File: config.mk
export PLATFORM = sky130hd
export DESIGN_NAME = pgm_nak_overflow_detector
export DESIGN_NICKNAME = d
export VERILOG_FILES = /design/src/design/pgmnak_pkg.sv /design/src/design/pgmnak_tracker.sv /design/src/design/pgm_nak_overflow_detector.sv
export SDC_FILE = /design/constraint.sdc
export NUM_CORES = 1
export LEC_CHECK = 0
export ABC_AREA = 1
export BUFFER_PORTS_ARGS = -buffer_cell sky130_fd_sc_hd__clkbuf_2
export CAP_MARGIN = 5
export CORE_MARGIN = 2
export CORE_UTILIZATION = 40
export CTS_BUF_LIST = sky130_fd_sc_hd__clkbuf_4 sky130_fd_sc_hd__clkbuf_8
export DETAILED_ROUTE_END_ITERATION = 8
export GPL_TIMING_DRIVEN = 0
export PLACE_DENSITY = 0.55
export SYNTH_ARGS = -nofsm -noshare
export SYNTH_HDL_FRONTEND = slang
export SYNTH_HIERARCHICAL = 1
export SYNTH_SLANG_ARGS = --single-unit
File: constraint.sdc
create_clock -name clk -period 4.81 [get_ports clk]
set_input_delay 0.481 -clock clk [delete_from_list [all_inputs] [get_ports clk]]
set_output_delay 0.481 -clock clk [all_outputs]
set_load 0.05 [all_outputs]
File: src/design/pgmnak_pkg.sv
// pgmnak_pkg: constants, verdict codes and ones-complement helper for the
// PGM NAK overflow detector. No dependencies.
`default_nettype none

package pgmnak_pkg;

    localparam int unsigned COUNT_W = 16;

    // Byte offsets inside the PGM header
    localparam logic [COUNT_W-1:0] OFF_TYPE     = 16'd4;
    localparam logic [COUNT_W-1:0] OFF_CK_HI    = 16'd6;
    localparam logic [COUNT_W-1:0] OFF_CK_LO    = 16'd7;
    localparam logic [COUNT_W-1:0] OFF_OPT_TYPE = 16'd36;
    localparam logic [COUNT_W-1:0] OFF_OPT_LEN  = 16'd37;
    localparam logic [COUNT_W-1:0] HEADER_BYTES = 16'd44;
    localparam logic [COUNT_W-1:0] DATA_BASE    = 16'd36;
    localparam logic [1:0]         ALIGN_MASK   = 2'h3;

    localparam logic [7:0] NAK_TYPE     = 8'd8;
    localparam logic [7:0] NAK_OPT_VULN = 8'd2;

    localparam logic [15:0] SUM_GOOD = 16'hFFFF;

    typedef logic [1:0] verdict_t;
    localparam verdict_t V_MALFORMED = 2'd0;
    localparam verdict_t V_OK        = 2'd1;
    localparam verdict_t V_OVERFLOW  = 2'd2;

    // One byte beat handed from the input stage to the packet tracker
    typedef struct packed {
        logic [7:0] data;
        logic       last;
    } beat_t;

    // 16-bit ones-complement add with end-around carry
    function automatic logic [15:0] oc_add(input logic [15:0] a, input logic [15:0] b);
        logic [16:0] s;
        s = {1'b0, a} + {1'b0, b};
        return s[15:0] + {15'b0, s[16]};
    endfunction

endpackage

`default_nettype wire

File: src/design/pgmnak_tracker.sv
// pgmnak_tracker: per-packet state (count, checksum sum, captured header
// fields) and the end-of-packet verdict. Depends on pgmnak_pkg.
`default_nettype none

module pgmnak_tracker #(
    parameter int unsigned MAX_PACKET_BYTES = 65535
) (
    input  wire                      clk,
    input  wire                      rst_n,
    input  wire                      step,
    input  wire pgmnak_pkg::beat_t   beat,
    output pgmnak_pkg::verdict_t     verdict
);

    localparam logic [pgmnak_pkg::COUNT_W-1:0] MAX_CNT =
        pgmnak_pkg::COUNT_W'(MAX_PACKET_BYTES);
    localparam logic [pgmnak_pkg::COUNT_W-1:0] CNT_ONE =
        pgmnak_pkg::COUNT_W'(1);

    logic [pgmnak_pkg::COUNT_W-1:0] byte_count_reg, byte_count_next, upd_count;
    logic [15:0] sum_reg, sum_next, upd_sum;
    logic [7:0]  high_hold_reg, high_hold_next, upd_high;
    logic        type_nak_reg, type_nak_next, upd_type_nak;
    logic        opt_two_reg, opt_two_next, upd_opt_two;
    logic [7:0]  opt_len_reg, opt_len_next, upd_opt_len;
    logic        ck_nz_reg, ck_nz_next, upd_ck_nz;
    logic        len_ovf_reg, len_ovf_next, upd_len_ovf;
    logic [pgmnak_pkg::COUNT_W-1:0] pos;

    // Field capture and sum update for this byte
    always_comb
    begin
        pos          = byte_count_reg;
        upd_count    = byte_count_reg;
        upd_sum      = sum_reg;
        upd_high     = high_hold_reg;
        upd_type_nak = type_nak_reg;
        upd_opt_two  = opt_two_reg;
        upd_opt_len  = opt_len_reg;
        upd_ck_nz    = ck_nz_reg;
        upd_len_ovf  = len_ovf_reg;
        if (!len_ovf_reg)
        begin
            if (pos == pgmnak_pkg::OFF_TYPE)
                upd_type_nak = (beat.data == pgmnak_pkg::NAK_TYPE);
            if ((pos == pgmnak_pkg::OFF_CK_HI || pos == pgmnak_pkg::OFF_CK_LO)
                && beat.data != 8'd0)
                upd_ck_nz = 1'b1;
            if (pos == pgmnak_pkg::OFF_OPT_TYPE)
                upd_opt_two = (beat.data == pgmnak_pkg::NAK_OPT_VULN);
            if (pos == pgmnak_pkg::OFF_OPT_LEN)
                upd_opt_len = beat.data;
            if (!pos[0])
                upd_high = beat.data;
            else
                upd_sum = pgmnak_pkg::oc_add(sum_reg, {high_hold_reg, beat.data});
            if (byte_count_reg >= MAX_CNT)
                upd_len_ovf = 1'b1;
            else
                upd_count = byte_count_reg + CNT_ONE;
        end
    end

    // Verdict on the updated state
    always_comb
    begin
        if (upd_len_ovf)
            verdict = pgmnak_pkg::V_MALFORMED;
        else if (upd_count <= pgmnak_pkg::HEADER_BYTES
                 || (upd_count[1:0] & pgmnak_pkg::ALIGN_MASK) != 2'd0)
            verdict = pgmnak_pkg::V_MALFORMED;
        else if (!upd_type_nak || !upd_opt_two)
            verdict = pgmnak_pkg::V_MALFORMED;
        else if ((upd_count - pgmnak_pkg::DATA_BASE) > {8'd0, upd_opt_len})
        begin
            if (upd_ck_nz && upd_sum != pgmnak_pkg::SUM_GOOD)
                verdict = pgmnak_pkg::V_MALFORMED;
            else
                verdict = pgmnak_pkg::V_OVERFLOW;
        end
        else
            verdict = pgmnak_pkg::V_OK;
    end

    // Commit; last byte clears everything for the next packet
    always_comb
    begin
        byte_count_next = byte_count_reg;
        sum_next        = sum_reg;
        high_hold_next  = high_hold_reg;
        type_nak_next   = type_nak_reg;
        opt_two_next    = opt_two_reg;
        opt_len_next    = opt_len_reg;
        ck_nz_next      = ck_nz_reg;
        len_ovf_next    = len_ovf_reg;
        if (step)
        begin
            if (beat.last)
            begin
                byte_count_next = '0;
                sum_next        = '0;
                high_hold_next  = '0;
                type_nak_next   = 1'b0;
                opt_two_next    = 1'b0;
                opt_len_next    = '0;
                ck_nz_next      = 1'b0;
                len_ovf_next    = 1'b0;
            end
            else
            begin
                byte_count_next = upd_count;
                sum_next        = upd_sum;
                high_hold_next  = upd_high;
                type_nak_next   = upd_type_nak;
                opt_two_next    = upd_opt_two;
                opt_len_next    = upd_opt_len;
                ck_nz_next      = upd_ck_nz;
                len_ovf_next    = upd_len_ovf;
            end
        end
    end

    always_ff @(posedge clk or negedge rst_n)
    begin
        if (!rst_n)
        begin
            byte_count_reg <= '0;
            sum_reg        <= '0;
            high_hold_reg  <= '0;
            type_nak_reg   <= 1'b0;
            opt_two_reg    <= 1'b0;
            opt_len_reg    <= '0;
            ck_nz_reg      <= 1'b0;
            len_ovf_reg    <= 1'b0;
        end
        else
        begin
            byte_count_reg <= byte_count_next;
            sum_reg        <= sum_next;
            high_hold_reg  <= high_hold_next;
            type_nak_reg   <= type_nak_next;
            opt_two_reg    <= opt_two_next;
            opt_len_reg    <= opt_len_next;
            ck_nz_reg      <= ck_nz_next;
            len_ovf_reg    <= len_ovf_next;
        end
    end

    a_count_bounded: assert property (@(posedge clk) disable iff (!rst_n)
        byte_count_reg <= MAX_CNT)
        else $error("byte count past maximum");

    a_ovf_at_max: assert property (@(posedge clk) disable iff (!rst_n)
        len_ovf_reg |-> byte_count_reg == MAX_CNT)
        else $error("overflow flag without saturated count");

    a_type_after_offset: assert property (@(posedge clk) disable iff (!rst_n)
        type_nak_reg |-> byte_count_reg > pgmnak_pkg::OFF_TYPE)
        else $error("type captured before its offset");

endmodule

`default_nettype wire

File: src/design/pgm_nak_overflow_detector.sv
// pgm_nak_overflow_detector: top level. Input stage, packet tracker and
// verdict output register. Depends on pgmnak_pkg and pgmnak_tracker.
`default_nettype none

// Channel   Handshake            Payload                       Notes
// in        in_valid/in_ready    packet_byte[7:0], last_byte   one beat per byte
// out       out_valid/out_ready  verdict[1:0]                  one beat per packet
//
// Throughput: one byte per clock unless a last byte waits on a full output.
// Verdict path: the accepted last byte is registered in the input stage, and
//   its verdict is registered in the output register when the byte advances.
// Reset: rst_n clears all packet state and both valid flags.
// Stalls: non-last bytes flow past a blocked output; only a last byte waits
//   in the input stage while an earlier verdict is still untaken.
module pgm_nak_overflow_detector #(
    parameter int unsigned MAX_PACKET_BYTES = 65535
) (
    input  wire        clk,
    input  wire        rst_n,
    input  wire        in_valid,
    output logic       in_ready,
    input  wire  [7:0] packet_byte,
    input  wire        last_byte,
    output logic       out_valid,
    input  wire        out_ready,
    output logic [1:0] verdict
);

    // Input stage
    logic              stage_valid_reg, stage_valid_next;
    pgmnak_pkg::beat_t stage_beat_reg, stage_beat_next;
    logic              advance;

    // Output register
    logic                 out_valid_reg, out_valid_next;
    pgmnak_pkg::verdict_t verdict_reg, verdict_next;
    pgmnak_pkg::verdict_t trk_verdict;

    // A staged byte moves on unless it is last and the output is full, not ready
    assign advance  = stage_valid_reg
                      && (!stage_beat_reg.last || !out_valid_reg || out_ready);
    assign in_ready = !stage_valid_reg || advance;

    always_comb
    begin
        stage_valid_next = stage_valid_reg;
        stage_beat_next  = stage_beat_reg;
        if (in_valid && in_ready)
        begin
            stage_valid_next     = 1'b1;
            stage_beat_next.data = packet_byte;
            stage_beat_next.last = last_byte;
        end
        else if (advance)
            stage_valid_next = 1'b0;
    end

    pgmnak_tracker #(
        .MAX_PACKET_BYTES(MAX_PACKET_BYTES)
    ) u_tracker (
        .clk     (clk),
        .rst_n   (rst_n),
        .step    (advance),
        .beat    (stage_beat_reg),
        .verdict (trk_verdict)
    );

    always_comb
    begin
        out_valid_next = out_valid_reg;
        verdict_next   = verdict_reg;
        if (advance && stage_beat_reg.last)
        begin
            out_valid_next = 1'b1;
            verdict_next   = trk_verdict;
        end
        else if (out_ready)
            out_valid_next = 1'b0;
    end

    always_ff @(posedge clk or negedge rst_n)
    begin
        if (!rst_n)
        begin
            stage_valid_reg <= 1'b0;
            out_valid_reg   <= 1'b0;
        end
        else
        begin
            stage_valid_reg <= stage_valid_next;
            out_valid_reg   <= out_valid_next;
        end
    end

    // Payload registers, no reset
    always_ff @(posedge clk)
    begin
        stage_beat_reg <= stage_beat_next;
        verdict_reg    <= verdict_next;
    end

    assign out_valid = out_valid_reg;
    assign verdict   = verdict_reg;

    a_block_reason: assert property (@(posedge clk) disable iff (!rst_n)
        !in_ready |-> stage_valid_reg && stage_beat_reg.last
                      && out_valid_reg && !out_ready)
        else $error("input blocked without a pending verdict");

    a_out_from_last: assert property (@(posedge clk) disable iff (!rst_n)
        $rose(out_valid_reg) |-> $past(stage_valid_reg && stage_beat_reg.last))
        else $error("verdict without a last byte");

    a_verdict_code: assert property (@(posedge clk) disable iff (!rst_n)
        out_valid_reg |-> verdict_reg == pgmnak_pkg::V_MALFORMED
                          || verdict_reg == pgmnak_pkg::V_OK
                          || verdict_reg == pgmnak_pkg::V_OVERFLOW)
        else $error("reserved verdict code");

endmodule

`default_nettype wire

==> results.md, run 1 <==
| Item | This run | Unit |
| --- | --- | --- |
| Sequential cell area fraction in the yosys report | 31.31 | % |
| Setup crit end kind | flip-flop | - |
| Weighted congestion reported at the end of routability-driven placement | 0.9299 | - |
| Violation count after the first detailed-route iteration | 338 | - |
| Area Growth Syn to Fin | 9.250 | % |
| Count of pins on the block boundary | 17 | - |
| Length of routed met2 wiring | 7202 | um |
| Via count of the first global-routing pass | 5,088 | - |
| Aggregate negative setup slack | 0 | ps |
| DRC errors left | 0 | - |
| Worst slew margin relative to its limit | 48.20 | % |
| Row Count | 42 | - |
| Count of mapped cells out of synthesis | 811 | - |
| Fin. max-slew vios | 0 | - |
| Final worst-path cycle share | 88.39 | % |
| Max incr delay on CP | 400 | ps |
| Cell variety after synth | 40 | - |
| Total Wirelength | 15,170 | um |
| Top FF cell, synth | sky130_fd_sc_hd__dfrtp_1 | - |
| Number of synthesized flops with an enable pin | 11 | - |
| Met1 Wirelength | 6951 | um |
| Synth cell count leaders | sky130_fd_sc_hd__nand2_1 (237), sky130_fd_sc_hd__inv_1 (124), sky130_fd_sc_hd__nand3_1 (77), sky130_fd_sc_hd__nor2_1 (68), sky130_fd_sc_hd__dfrtp_1 (54) | - |
| Hold-fix buffers, CTS | 0 | - |
| Vias/cell | 5.183 | - |
| Clock H-tree levels | 3 | - |
| Final cell count without fillers | 1,020 | - |
| Number of warning messages in the yosys log | 6 | - |
| Global-route congestion overflow total | 0 | - |
| Post-DP HPWL | 11,940 | um |
| Most used standard cell by instance count after synthesis | sky130_fd_sc_hd__nand2_1 | - |
| Max layer used | met4 | - |
| Bufs on Longest Clock Path | 2 | - |
| Pre-CTS WS | 310.1 | ps |
| Leak pwr | 0.003169 | uW |
| Min cycle time layout | 4251 | ps |
| Die area | 14,370 | um^2 |
| Cell count after placement | 1,003 | - |
| Setup clock skew after layout | 12.07 | ps |
| Clk_lat worst skew | 350 | ps |
| Ranking of synthesized cells by area | sky130_fd_sc_hd__dfrtp_1 (25%), sky130_fd_sc_hd__nand2_1 (17%), sky130_fd_sc_hd__inv_1 (8.7%), sky130_fd_sc_hd__ha_1 (7.5%), sky130_fd_sc_hd__nand3_1 (7.2%) | - |
| Reg area | 1682 | um^2 |
| Final hold viol count | 0 | - |
| Slowest stage cell on the critical path | sky130_fd_sc_hd__fa_1 | - |
| Overall via count from detail_route | 5,287 | - |
| Maximum number of pins on one net before global-route repair | 55 | - |
| Share of flip-flops with an asynchronous set or reset | 83.08 | % |
| Antenna-violating nets left | 0 | - |
| Proportion of layout cells with a drive suffix above 1 | 8.412 | % |
| Total CTS buffers | 9 | - |
| Avg Synthesized Cell Area | 6.622 | um^2 |
| Run status | complete, no violations | - |
| Placeable core region | 13,190 | um^2 |
| Critical path's most frequent cell | sky130_fd_sc_hd__nand2_1 | - |
| Width of the chip | 119.9 | um |
| Max Fclk | 235.2 | MHz |
| Count of port buffers added during placement | 16 | - |
| Clock edge transition at the registers on the reported setup and hold paths | 80 | ps |
| Maximum ir drop on the vdd rail | 0.1142 | mV |
| Number of antenna violations at the first check in global routing | 0 | - |
| Average wire per standard cell | 14.88 | um |
| Clock tree from TritonCTS | done | - |
| Aggregate global-route resource usage | 21.98 | % |
| Synth top area share | 25.16 | % |
| Die Ht | 119.9 | um |
| Crit path DAT | 4350 | ps |
| First-pass GRT wire length | 24,890 | um |
| Number of maximum-capacitance constraint violations | 0 | - |
| Largest fanout of any net on the critical path | 4 | - |
| Antenna diode count | 0 | - |
| First-pass iteration count of the detailed router | 4 | - |
| Clock sink count | 65 | - |
| Root buffer cell | sky130_fd_sc_hd__clkbuf_8 | - |
| Total standard cell area after synthesis | 5370 | um^2 |
| Leading area contributor after synthesis | sky130_fd_sc_hd__dfrtp_1 | - |
| Initial cell density of the core | 40.71 | % |
| Critical path type | reg -> reg | - |
| Yosys reg bits | 65 | - |
| Combined area of the multi-input logic cells | 3138 | um^2 |
| Path class of the lowest-slack min-delay path | in -> async | - |
| RSZ-0062 raised after global routing | false | - |
| Net Count, Synth | 857 | - |
| Setup Viol. Count Final | 0 | - |
| Layout net count | 885 | - |
| Total of fill cells in the finished design | 1,421 | - |
| Met3 Routed Length | 452 | um |
| Slew @ Worst Pin | 777.0 | ps |
| Final Worst Setup Slack | 558.5 | ps |
| Required time worst endpoint | 4910 | ps |
| Power density over cell area | 286.5 | nW/um^2 |
| Critical path launch point type | flip-flop | - |
[critical path: cells and delay by family (launching register included)]
kind | cells | cell delay, ps
compound gates | 3 | 360
buf+inv | 3 | 240
flops | 1 | 370
fa+ha+maj | 4 | 1020
simple gates | 17 | 2000
[path summary, 6_finish.rpt]
path,from,to,slack (ps),depth (start not counted)
worst min register to register,u_tracker/sum_reg[5]$_DFFE_PN0P_,u_tracker/sum_reg[5]$_DFFE_PN0P_,510,2
min in group clk,packet_byte[4],stage_beat_reg[5]$_DFFE_PP_,300,1
worst max register to register,stage_beat_reg[1]$_DFFE_PP_,verdict[1]$_DFFE_PP_,560,27
worst max-delay path,stage_beat_reg[1]$_DFFE_PP_,verdict[1]$_DFFE_PP_,560,27
max in group asynchronous,rst_n,u_tracker/byte_count_reg[13]$_DFFE_PN0P_,4070,1
worst min-delay path,rst_n,u_tracker/opt_len_reg[4]$_DFFE_PN0P_,210,1
[what timing repair did]
item | in CTS | in global routing
endpoints found under the setup margin | 0 | 1
resized for setup | 0 | 3
buffers inserted | 0 | 1
[logic make-up after synthesis]
kind of cell	Yosys count	synth area share [%]
adder cells (fa/ha/maj)	33	7.828
AND/OR/NAND/NOR	438	36.16
flip-flops	65	31.31
AO/OA/AOI/OAI	113	12.00
XOR/XNOR	14	2.283
buffers and inverters	148	10.41
[per-stage QoR]
step | total power (uW) | area [um^2] | util [%] | hold WS, ps
2_1_floorplan | 1095 | 5370 | - | 185.4
3_3_place_gp | 1241 | 5670 | 42.99 | 492.7
3_5_place_dp | 1254 | 5673 | 43.01 | 498.5
4_1_cts | 1690 | 5851 | 44.36 | 251.6
5_1_grt | 1819 | 5867 | 44.48 | 274.2
6_report | 1681 | 5867 | 44.48 | 214.6
[report_power, final]
group	internal (uW)	total, uW	switching (uW)
Sequential	605	645	40.1
Clock	190	428	238
Combinational	193	608	415
[metal layers]
metal  vias up  global-route usage (%)
met2       118                   37.75
li1       2708                       -
met4         0                   9.853
met3        32                   2.852
met1      2429                   27.57
met5         -                       0
[area by class of cell]
type | instances | share of cell area [%]
Clock inverter | 7 | 0.9170
Buffer | 15 | 1.024
Multi-Input combinational cell | 598 | 53.49
Inverter | 133 | 8.509
Clock buffer | 9 | 2.111
Timing Repair Buffer | 17 | 1.536
Sequential cell | 65 | 28.66
Tap cell | 176 | 3.753
[cell usage in the layout (no fill, tap or decap), drive strengths merged]
cell type and n:
nand3 80, nand4 19, ha 32, clkinv 3, nor3 11, o21bai 2
o22ai 28, edfxtp 11, o21a 1, a21oi 23, xor2 11, nor2 75
a22o 3, a21o 1, dfrtp 54, nand3b 2, clkbuf 37, and3 2
buf 4, a21boi 1, fa 1, o31ai 2, nor4 2, inv 134
and2 1, clkinvlp 3, o21ai 49, a31oi 3, nand2 246, xnor2 3
(Power assumes the default switching activity.)
==> inputs of run 2 (changes only) <==
--- a/config.mk
+++ b/config.mk
@@ -8,12 +8,14 @@
 export ABC_AREA = 1
 export BUFFER_PORTS_ARGS = -buffer_cell sky130_fd_sc_hd__clkbuf_2
 export CAP_MARGIN = 5
+export CELL_PAD_IN_SITES_DETAIL_PLACEMENT = 0
+export CELL_PAD_IN_SITES_GLOBAL_PLACEMENT = 1
 export CORE_MARGIN = 2
 export CORE_UTILIZATION = 40
 export CTS_BUF_LIST = sky130_fd_sc_hd__clkbuf_4 sky130_fd_sc_hd__clkbuf_8
 export DETAILED_ROUTE_END_ITERATION = 8
 export GPL_TIMING_DRIVEN = 0
-export PLACE_DENSITY = 0.55
+export PLACE_DENSITY = 0.72
 export SYNTH_ARGS = -nofsm -noshare
 export SYNTH_HDL_FRONTEND = slang
 export SYNTH_HIERARCHICAL = 1
==> run 2 against run 1 <==
Largest power group unchanged. Critical path type unchanged. Power grew 3.5%. Highest routed layer unchanged. Sequential share of layout area shrank 0.12 points. Fmax is essentially flat. Utilization grew 0.19 points.
==> results.md, run 2 (synthesis gave the netlist of run 1 again) <==
| Item | This run | Unit | Delta |
| --- | --- | --- | --- |
| Max incr delay on CP | 480 | ps | +80 ps |
| Critical path's most frequent cell | sky130_fd_sc_hd__nand2_1 | - |  |
| Internal Pwr Total | 1044 | uW | +5.7% |
| Clock tree from TritonCTS | done | - |  |
| Total of fill cells in the finished design | 1,376 | - | -3.2% |
| Portion of total power attributed to the clock network | 27.7 | % | +2.3 points |
| Clock H-tree levels | 3 | - | unchanged |
| Post-layout power | 1739 | uW | +3.5% |
| Violation count after the first detailed-route iteration | 371 | - | +9.8% |
| Weighted congestion reported at the end of routability-driven placement | 0.8663 | - | -6.8% |
| Clock edge transition at the registers on the reported setup and hold paths | 80 | ps | about the same |
| Critical path type | reg -> reg | - |  |
| Critical path launch point type | flip-flop | - |  |
| Min cycle time layout | 4247 | ps | -4.005 ps |
| Max Fclk | 235.4 | MHz | about the same |
| Leak pwr | 0.003172 | uW | +0.12% |
| Overall via count from detail_route | 5,247 | - | -0.76% |
| Hold-fix buffers, CTS | 0 | - | unchanged |
| Post-detailed-placement cell area | 5673 | um^2 | unchanged |
| Placeable core region | 13,190 | um^2 | unchanged |
| Power density over cell area | 295.2 | nW/um^2 | +3.0% |
| Path class of the lowest-slack min-delay path | in -> async | - |  |
| Count of pins on the block boundary | 17 | - | unchanged |
| Proportion of layout cells with a drive suffix above 1 | 8.531 | % | +0.12 points |
| Number of antenna violations at the first check in global routing | 0 | - | unchanged |
| Aggregate negative setup slack | 0 | ps | unchanged |
| Reg area | 1682 | um^2 | unchanged |
| Via count of the first global-routing pass | 5,149 | - | +1.2% |
| First-pass iteration count of the detailed router | 5 | - | +1 |
| Antenna diode count | 0 | - | unchanged |
| Total CTS buffers | 9 | - | unchanged |
| Final hold viol count | 0 | - | unchanged |
| Antenna-violating nets left | 0 | - | unchanged |
| Slew @ Worst Pin | 798.9 | ps | +21.84 ps |
| Final Worst Setup Slack | 562.5 | ps | +4.005 ps |
| Maximum number of pins on one net before global-route repair | 55 | - | unchanged |
| Required time worst endpoint | 4920 | ps | about the same |
| Total Wirelength | 15,600 | um | +2.8% |
| Average wire per standard cell | 15.29 | um | +2.8% |
| Count of port buffers added during placement | 16 | - | unchanged |
| Bufs on Longest Clock Path | 2 | - | unchanged |
| Cell family contributing the most delay on the critical path | simple AND/OR/NAND/NOR gates | - |  |
| Buffers & Inverters on Critical Path | 3 | - | unchanged |
| RSZ-0062 raised after global routing | false | - |  |
| Setup Viol. Count Final | 0 | - | unchanged |
| First-pass GRT wire length | 25,490 | um | +2.4% |
| Row Count | 42 | - | unchanged |
| Slowest stage cell on the critical path | sky130_fd_sc_hd__fa_1 | - |  |
| Sequential cell fraction of total power | 37.1 | % | -1.3 points |
| Fin. max-slew vios | 0 | - | unchanged |
| Area Growth Syn to Fin | 9.716 | % |  |
| Aggregate global-route resource usage | 22.70 | % | +0.72 points |
| Clock sink count | 65 | - | unchanged |
| Vias/cell | 5.144 | - | -0.76% |
| Maximum ir drop on the vdd rail | 0.1253 | mV | +9.7% |
| Die Ht | 119.9 | um | unchanged |
| Post-DP HPWL | 12,320 | um | +3.1% |
| Root buffer cell | sky130_fd_sc_hd__clkbuf_8 | - |  |
| Clk_lat worst skew | 360 | ps | about the same |
| Share of power burned in combinational logic | 35.2 | % | -1.0 points |
| Run status | complete, no violations | - |  |
| Combined area of the multi-input logic cells | 3141 | um^2 | about the same |
| Die area | 14,370 | um^2 | unchanged |
| Layout net count | 885 | - | unchanged |
| Crit path DAT | 4350 | ps | about the same |
| Final worst-path cycle share | 88.30 | % | about the same |
| Area of all placed cells without fillers | 5892 | um^2 | +0.43% |
| Largest fanout of any net on the critical path | 5 | - | +1 |
| Net switching component of the power | 695.0 | uW | +0.25% |
| Setup crit end kind | flip-flop | - |  |
| Global-route congestion overflow total | 0 | - | unchanged |
| Setup clock skew after layout | 11.81 | ps | -0.2680 ps |
| Commonest non-fill, non-tap cell in the layout | sky130_fd_sc_hd__nand2_1 | - |  |
| Number of maximum-capacitance constraint violations | 0 | - | unchanged |
| Pre-CTS WS | 204.1 | ps | -106.0 ps |
| Width of the chip | 119.9 | um | unchanged |
| Switching portion of total power | 39.96 | % | -1.3 points |
| Most used cells in the layout excluding fill and tap cells | sky130_fd_sc_hd__nand2_1 (237), sky130_fd_sc_hd__inv_1 (124), sky130_fd_sc_hd__nand3_1 (77) | - |  |
| Worst slew margin relative to its limit | 46.74 | % | -1.5 points |
| DRC errors left | 0 | - | unchanged |
| Initial cell density of the core | 40.71 | % | unchanged |
==> run 2: cell types whose count changed in the layout (fill, tap and decap cells not counted), sizes merged <==
cell / change
bufinv: +1
clkbuf: +1
clkinv: -1
clkinvlp: +1
inv: -2
==> run 2: what timing repair did <==
| action | CTS | global route |
|---|---|---|
| buffers inserted | 0 | 1 |
| gates resized for setup | 0 | 4 |
| endpoints found under the setup margin | 0 | 1 |
==> run 2: layer usage <==
| metal | routed length (um) | part of all wire [%] | GRT usage, % |
|---|---|---|---|
| met1 | 7133 | 46 | 27.72 |
| met2 | 7772 | 50 | 41.18 |
| met3 | 416 | 2.7 | 3.184 |
| met4 | 274 | 1.8 | 7.132 |
| met5 | 0 | 0 | 0 |
==> run 2: final timing paths <==
check / startpoint / to / slack, ps / depth (start not counted)
min reg2reg: u_tracker/sum_reg[5]$_DFFE_PN0P_ / u_tracker/sum_reg[5]$_DFFE_PN0P_ / 520 / 2
min in group clk: last_byte / stage_beat_reg[0]$_DFFE_PP_ / 290 / 1
min: rst_n / u_tracker/opt_len_reg[3]$_DFFE_PN0P_ / 220 / 1
max in group asynchronous: rst_n / stage_valid_reg$_DFFE_PN0P_ / 4050 / 1
max: stage_beat_reg[2]$_DFFE_PP_ / verdict[1]$_DFFE_PP_ / 560 / 26
max reg2reg: stage_beat_reg[2]$_DFFE_PP_ / verdict[1]$_DFFE_PP_ / 560 / 26
==> run 2: per-stage QoR <==
step	cells	hold WS [ps]	utilization (%)
global route	1020	274.6	44.67
finish	1020	218.2	44.67
detailed placement	1003	505.4	43.01
CTS	1019	252.6	44.53
floorplan	811	185.4	-
global placement	1003	492.4	42.99
==> run 2: power by group through the flow <==
stage	Sequential (uW)	Combinational, uW	Clock, uW
2_1_floorplan	647	447	0
3_3_place_gp	656	591	0
3_5_place_dp	657	600	0
4_1_cts	646	604	491
5_1_grt	651	704	517
6_report	646	611	482
==> run 2: layout make-up <==
class | count | share of cell area, %
inverter | 133 | 8.473
buffer | 15 | 1.019
timing repair buffer | 17 | 1.529
sequential | 65 | 28.54
clock inverter | 6 | 1.168
tap | 176 | 3.738
clock buffer | 10 | 2.230
multi-input combinational | 598 | 53.30
==> inputs of run 3 (changes only) <==
--- a/config.mk
+++ b/config.mk
@@ -11,11 +11,11 @@
 export CELL_PAD_IN_SITES_DETAIL_PLACEMENT = 0
 export CELL_PAD_IN_SITES_GLOBAL_PLACEMENT = 1
 export CORE_MARGIN = 2
-export CORE_UTILIZATION = 40
+export CORE_UTILIZATION = 47
 export CTS_BUF_LIST = sky130_fd_sc_hd__clkbuf_4 sky130_fd_sc_hd__clkbuf_8
 export DETAILED_ROUTE_END_ITERATION = 8
 export GPL_TIMING_DRIVEN = 0
-export PLACE_DENSITY = 0.72
+export PLACE_DENSITY = 0.83
 export SYNTH_ARGS = -nofsm -noshare
 export SYNTH_HDL_FRONTEND = slang
 export SYNTH_HIERARCHICAL = 1
==> run 3 against run 2 <==
Utilization increased by 7.4 points. Critical path depth rose by 2. Global-route usage increased by 2.7 points. Count of clock-buffer cells in the layout is 3 higher. Cell count is 3.3% lower. Sequential power about the same. Clock power is 11% higher. Critical path type unchanged. Sequential share of layout area is 0.13 points higher. Via count up 0.46%.
==> results.md, run 3 (synthesis gave the netlist of run 1 again) <==
| Item | This run | Unit | Delta |
| --- | --- | --- | --- |
| Commonest non-fill, non-tap cell in the layout | sky130_fd_sc_hd__nand2_1 | - |  |
| Crit Reg-Reg Startpoint | stage_beat_reg[1]$_DFFE_PP_ | - |  |
| Max Fclk | 230.8 | MHz | -2.0% |
| Slew @ Worst Pin | 783.3 | ps | -15.59 ps |
| Number of antenna violations at the first check in global routing | 0 | - | unchanged |
| Die area | 12,300 | um^2 | -14% |
| Count of pins on the block boundary | 17 | - | unchanged |
| Total of fill cells in the finished design | 1,158 | - | -16% |
| Die Ht | 110.9 | um | -7.5% |
| Maximum number of pins on one net before global-route repair | 55 | - | unchanged |
| Required time worst endpoint | 5010 | ps | +90 ps |
| Violation count after the first detailed-route iteration | 392 | - | +5.7% |
| Leak pwr | 0.003198 | uW | +0.79% |
| Global-route congestion overflow total | 0 | - | unchanged |
| End point of the critical path | verdict[1]$_DFFE_PP_ | - |  |
| Maximum ir drop on the vdd rail | 0.1200 | mV | -4.3% |
| Pre-CTS WS | 263.5 | ps | +59.40 ps |
| Slowest stage cell on the critical path | sky130_fd_sc_hd__edfxtp_1 | - |  |
| Vias/cell | 5.346 | - | +3.9% |
| Clock edge transition at the registers on the reported setup and hold paths | 70 | ps | about the same |
| Final hold viol count | 0 | - | unchanged |
| Initial cell density of the core | 47.64 | % | +6.9 points |
| Post-DP HPWL | 11,780 | um | -4.4% |
| Clock H-tree levels | 3 | - | unchanged |
| Path depth of the worst reg2reg path | 28 | - | +7.7% |
| Width of the chip | 110.9 | um | -7.5% |
| Placeable core region | 11,270 | um^2 | -15% |
| First-pass GRT wire length | 25,210 | um | -1.1% |
| Final worst-path cycle share | 90.07 | % | +1.8 points |
| Proportion of layout cells with a drive suffix above 1 | 8.304 | % | -0.23 points |
| Cell count after placement | 970 | - | -3.3% |
| DRC errors left | 0 | - | unchanged |
| Switching portion of total power | 37.35 | % | -2.6 points |
| Net switching component of the power | 668.3 | uW | -3.8% |
| Worst hold margin | 216.7 | ps | -1.548 ps |
| Largest fanout of any net on the critical path | 4 | - | -1 |
| Weighted congestion reported at the end of routability-driven placement | 0.8823 | - | +1.8% |
| Average wire per standard cell | 15.15 | um | -0.90% |
| Min cycle time layout | 4333 | ps | +85.12 ps |
| Row Count | 39 | - | -7.1% |
| Final cell count without fillers | 986 | - | -3.3% |
| Combined area of the multi-input logic cells | 3138 | um^2 | about the same |
| RSZ-0062 raised after global routing | false | - |  |
| Setup crit end kind | flip-flop | - |  |
| Count of port buffers added during placement | 16 | - | unchanged |
| Power density over cell area | 305.1 | nW/um^2 | +3.4% |
| Total Wirelength | 14,940 | um | -4.2% |
| Aggregate global-route resource usage | 25.43 | % | +2.7 points |
| Clock tree from TritonCTS | done | - |  |
| Aggregate negative setup slack | 0 | ps | unchanged |
| Reg area | 1682 | um^2 | unchanged |
| Share of power burned in combinational logic | 33.9 | % | -1.3 points |
| Critical path launch point type | flip-flop | - |  |
| First-pass iteration count of the detailed router | 6 | - | +1 |
| Beginning of the critical path | stage_beat_reg[1]$_DFFE_PP_ | - |  |
| Overall via count from detail_route | 5,271 | - | +0.46% |
| Number of maximum-capacitance constraint violations | 0 | - | unchanged |
| Critical path's most frequent cell | sky130_fd_sc_hd__nand2_1 | - |  |
| Critical path type | reg -> reg | - |  |
| Internal Pwr Total | 1121 | uW | +7.4% |
| Antenna-violating nets left | 0 | - | unchanged |
| Setup bufs post-CTS | 0 | - | unchanged |
| Total CTS buffers | 9 | - | unchanged |
| Max incr delay on CP | 450 | ps | -30 ps |
| Sequential cell fraction of total power | 36.2 | % | -0.9 points |
| Setup Viol. Count Final | 0 | - | unchanged |
| Clk_lat worst skew | 350 | ps | about the same |
| Run status | complete, no violations | - |  |
| Setup clock skew after layout | 5.551 | ps | -6.255 ps |
| Critical register-to-register path endpoint | verdict[1]$_DFFE_PP_ | - |  |
| Worst slew margin relative to its limit | 47.78 | % | +1.0 points |
| Via count of the first global-routing pass | 5,248 | - | +1.9% |
| Path class of the lowest-slack min-delay path | in -> async | - |  |
| Utilization after layout | 52.04 | % | +7.4 points |
| Crit path DAT | 4530 | ps | +180 ps |
| Setup slack of the worst register-to-register path | 480 | ps | -90 ps |
| Area Growth Syn to Fin | 9.227 | % |  |
| Bufs on Longest Clock Path | 2 | - | unchanged |
| Fin. max-slew vios | 0 | - | unchanged |
| Antenna diode count | 0 | - | unchanged |
| Most used cells in the layout excluding fill and tap cells | sky130_fd_sc_hd__nand2_1 (237), sky130_fd_sc_hd__inv_1 (124), sky130_fd_sc_hd__nand3_1 (77) | - |  |
| Portion of total power attributed to the clock network | 29.9 | % | +2.2 points |
| Layout net count | 884 | - | -0.11% |
| Clock sink count | 65 | - | unchanged |
| Root buffer cell | sky130_fd_sc_hd__clkbuf_8 | - |  |
| Final Worst Setup Slack | 477.4 | ps | -85.12 ps |
-- run 3: how the worst min path moves through the flow --
stage	cells after the start	end	slack, ps
2_1_floorplan	0	out_valid$_DFFE_PN0P_	190
4_1_cts	1	u_tracker/opt_len_reg[4]$_DFFE_PN0P_	250
5_1_grt	1	u_tracker/opt_len_reg[2]$_DFFE_PN0P_	280
3_3_place_gp	2	u_tracker/sum_reg[5]$_DFFE_PN0P_	490
6_report	1	u_tracker/opt_len_reg[4]$_DFFE_PN0P_	220
3_5_place_dp	2	u_tracker/sum_reg[5]$_DFFE_PN0P_	500
-- run 3: power by group through the flow --
stage	clock network (uW)	logic [uW]	registers, uW
after global routing	563	700	651
after floorplan	0	447	647
after global placement	0	582	655
after CTS	543	601	646
after detailed placement	0	595	656
final	535	607	647
-- run 3: worst max-delay path: cells and delay by family (launching register included) --
| family | cells | cell delay [ps] |
|---|---|---|
| fa+ha+maj | 4 | 1020 |
| flops | 1 | 450 |
| compound gates | 3 | 420 |
| simple gates | 18 | 2040 |
| buf+inv | 3 | 230 |
-- run 3: final cells by class --
type                            count  area share (%)
Buffer                             15           1.024
Inverter                          133           8.511
Timing Repair Buffer               16           1.408
Tap cell                          143           3.050
Clock buffer                       13           2.730
Clock inverter                      3           1.109
Sequential cell                    65           28.67
Multi-Input combinational cell    598           53.50
-- run 3: timing repair --
action                                  CTS  global route
gates resized for setup                   0             3
hold buffers                              0             0
endpoints found under the setup margin    0             1
-- run 3: stage by stage --
step	instance area (um^2)	total power, uW
floorplan	5370	1095
global placement	5629	1238
detailed placement	5632	1252
CTS	5857	1790
global route	5866	1914
finish	5866	1789
-- run 3: layer usage --
| metal | vias up | track usage, % | part of all wire (%) |
|---|---|---|---|
| li1 | 2689 | - | - |
| met1 | 2434 | 31.14 | 44 |
| met2 | 117 | 45.97 | 50 |
| met3 | 31 | 2.187 | 3.4 |
| met4 | 0 | 10.42 | 2.9 |
| met5 | - | 0 | 0 |
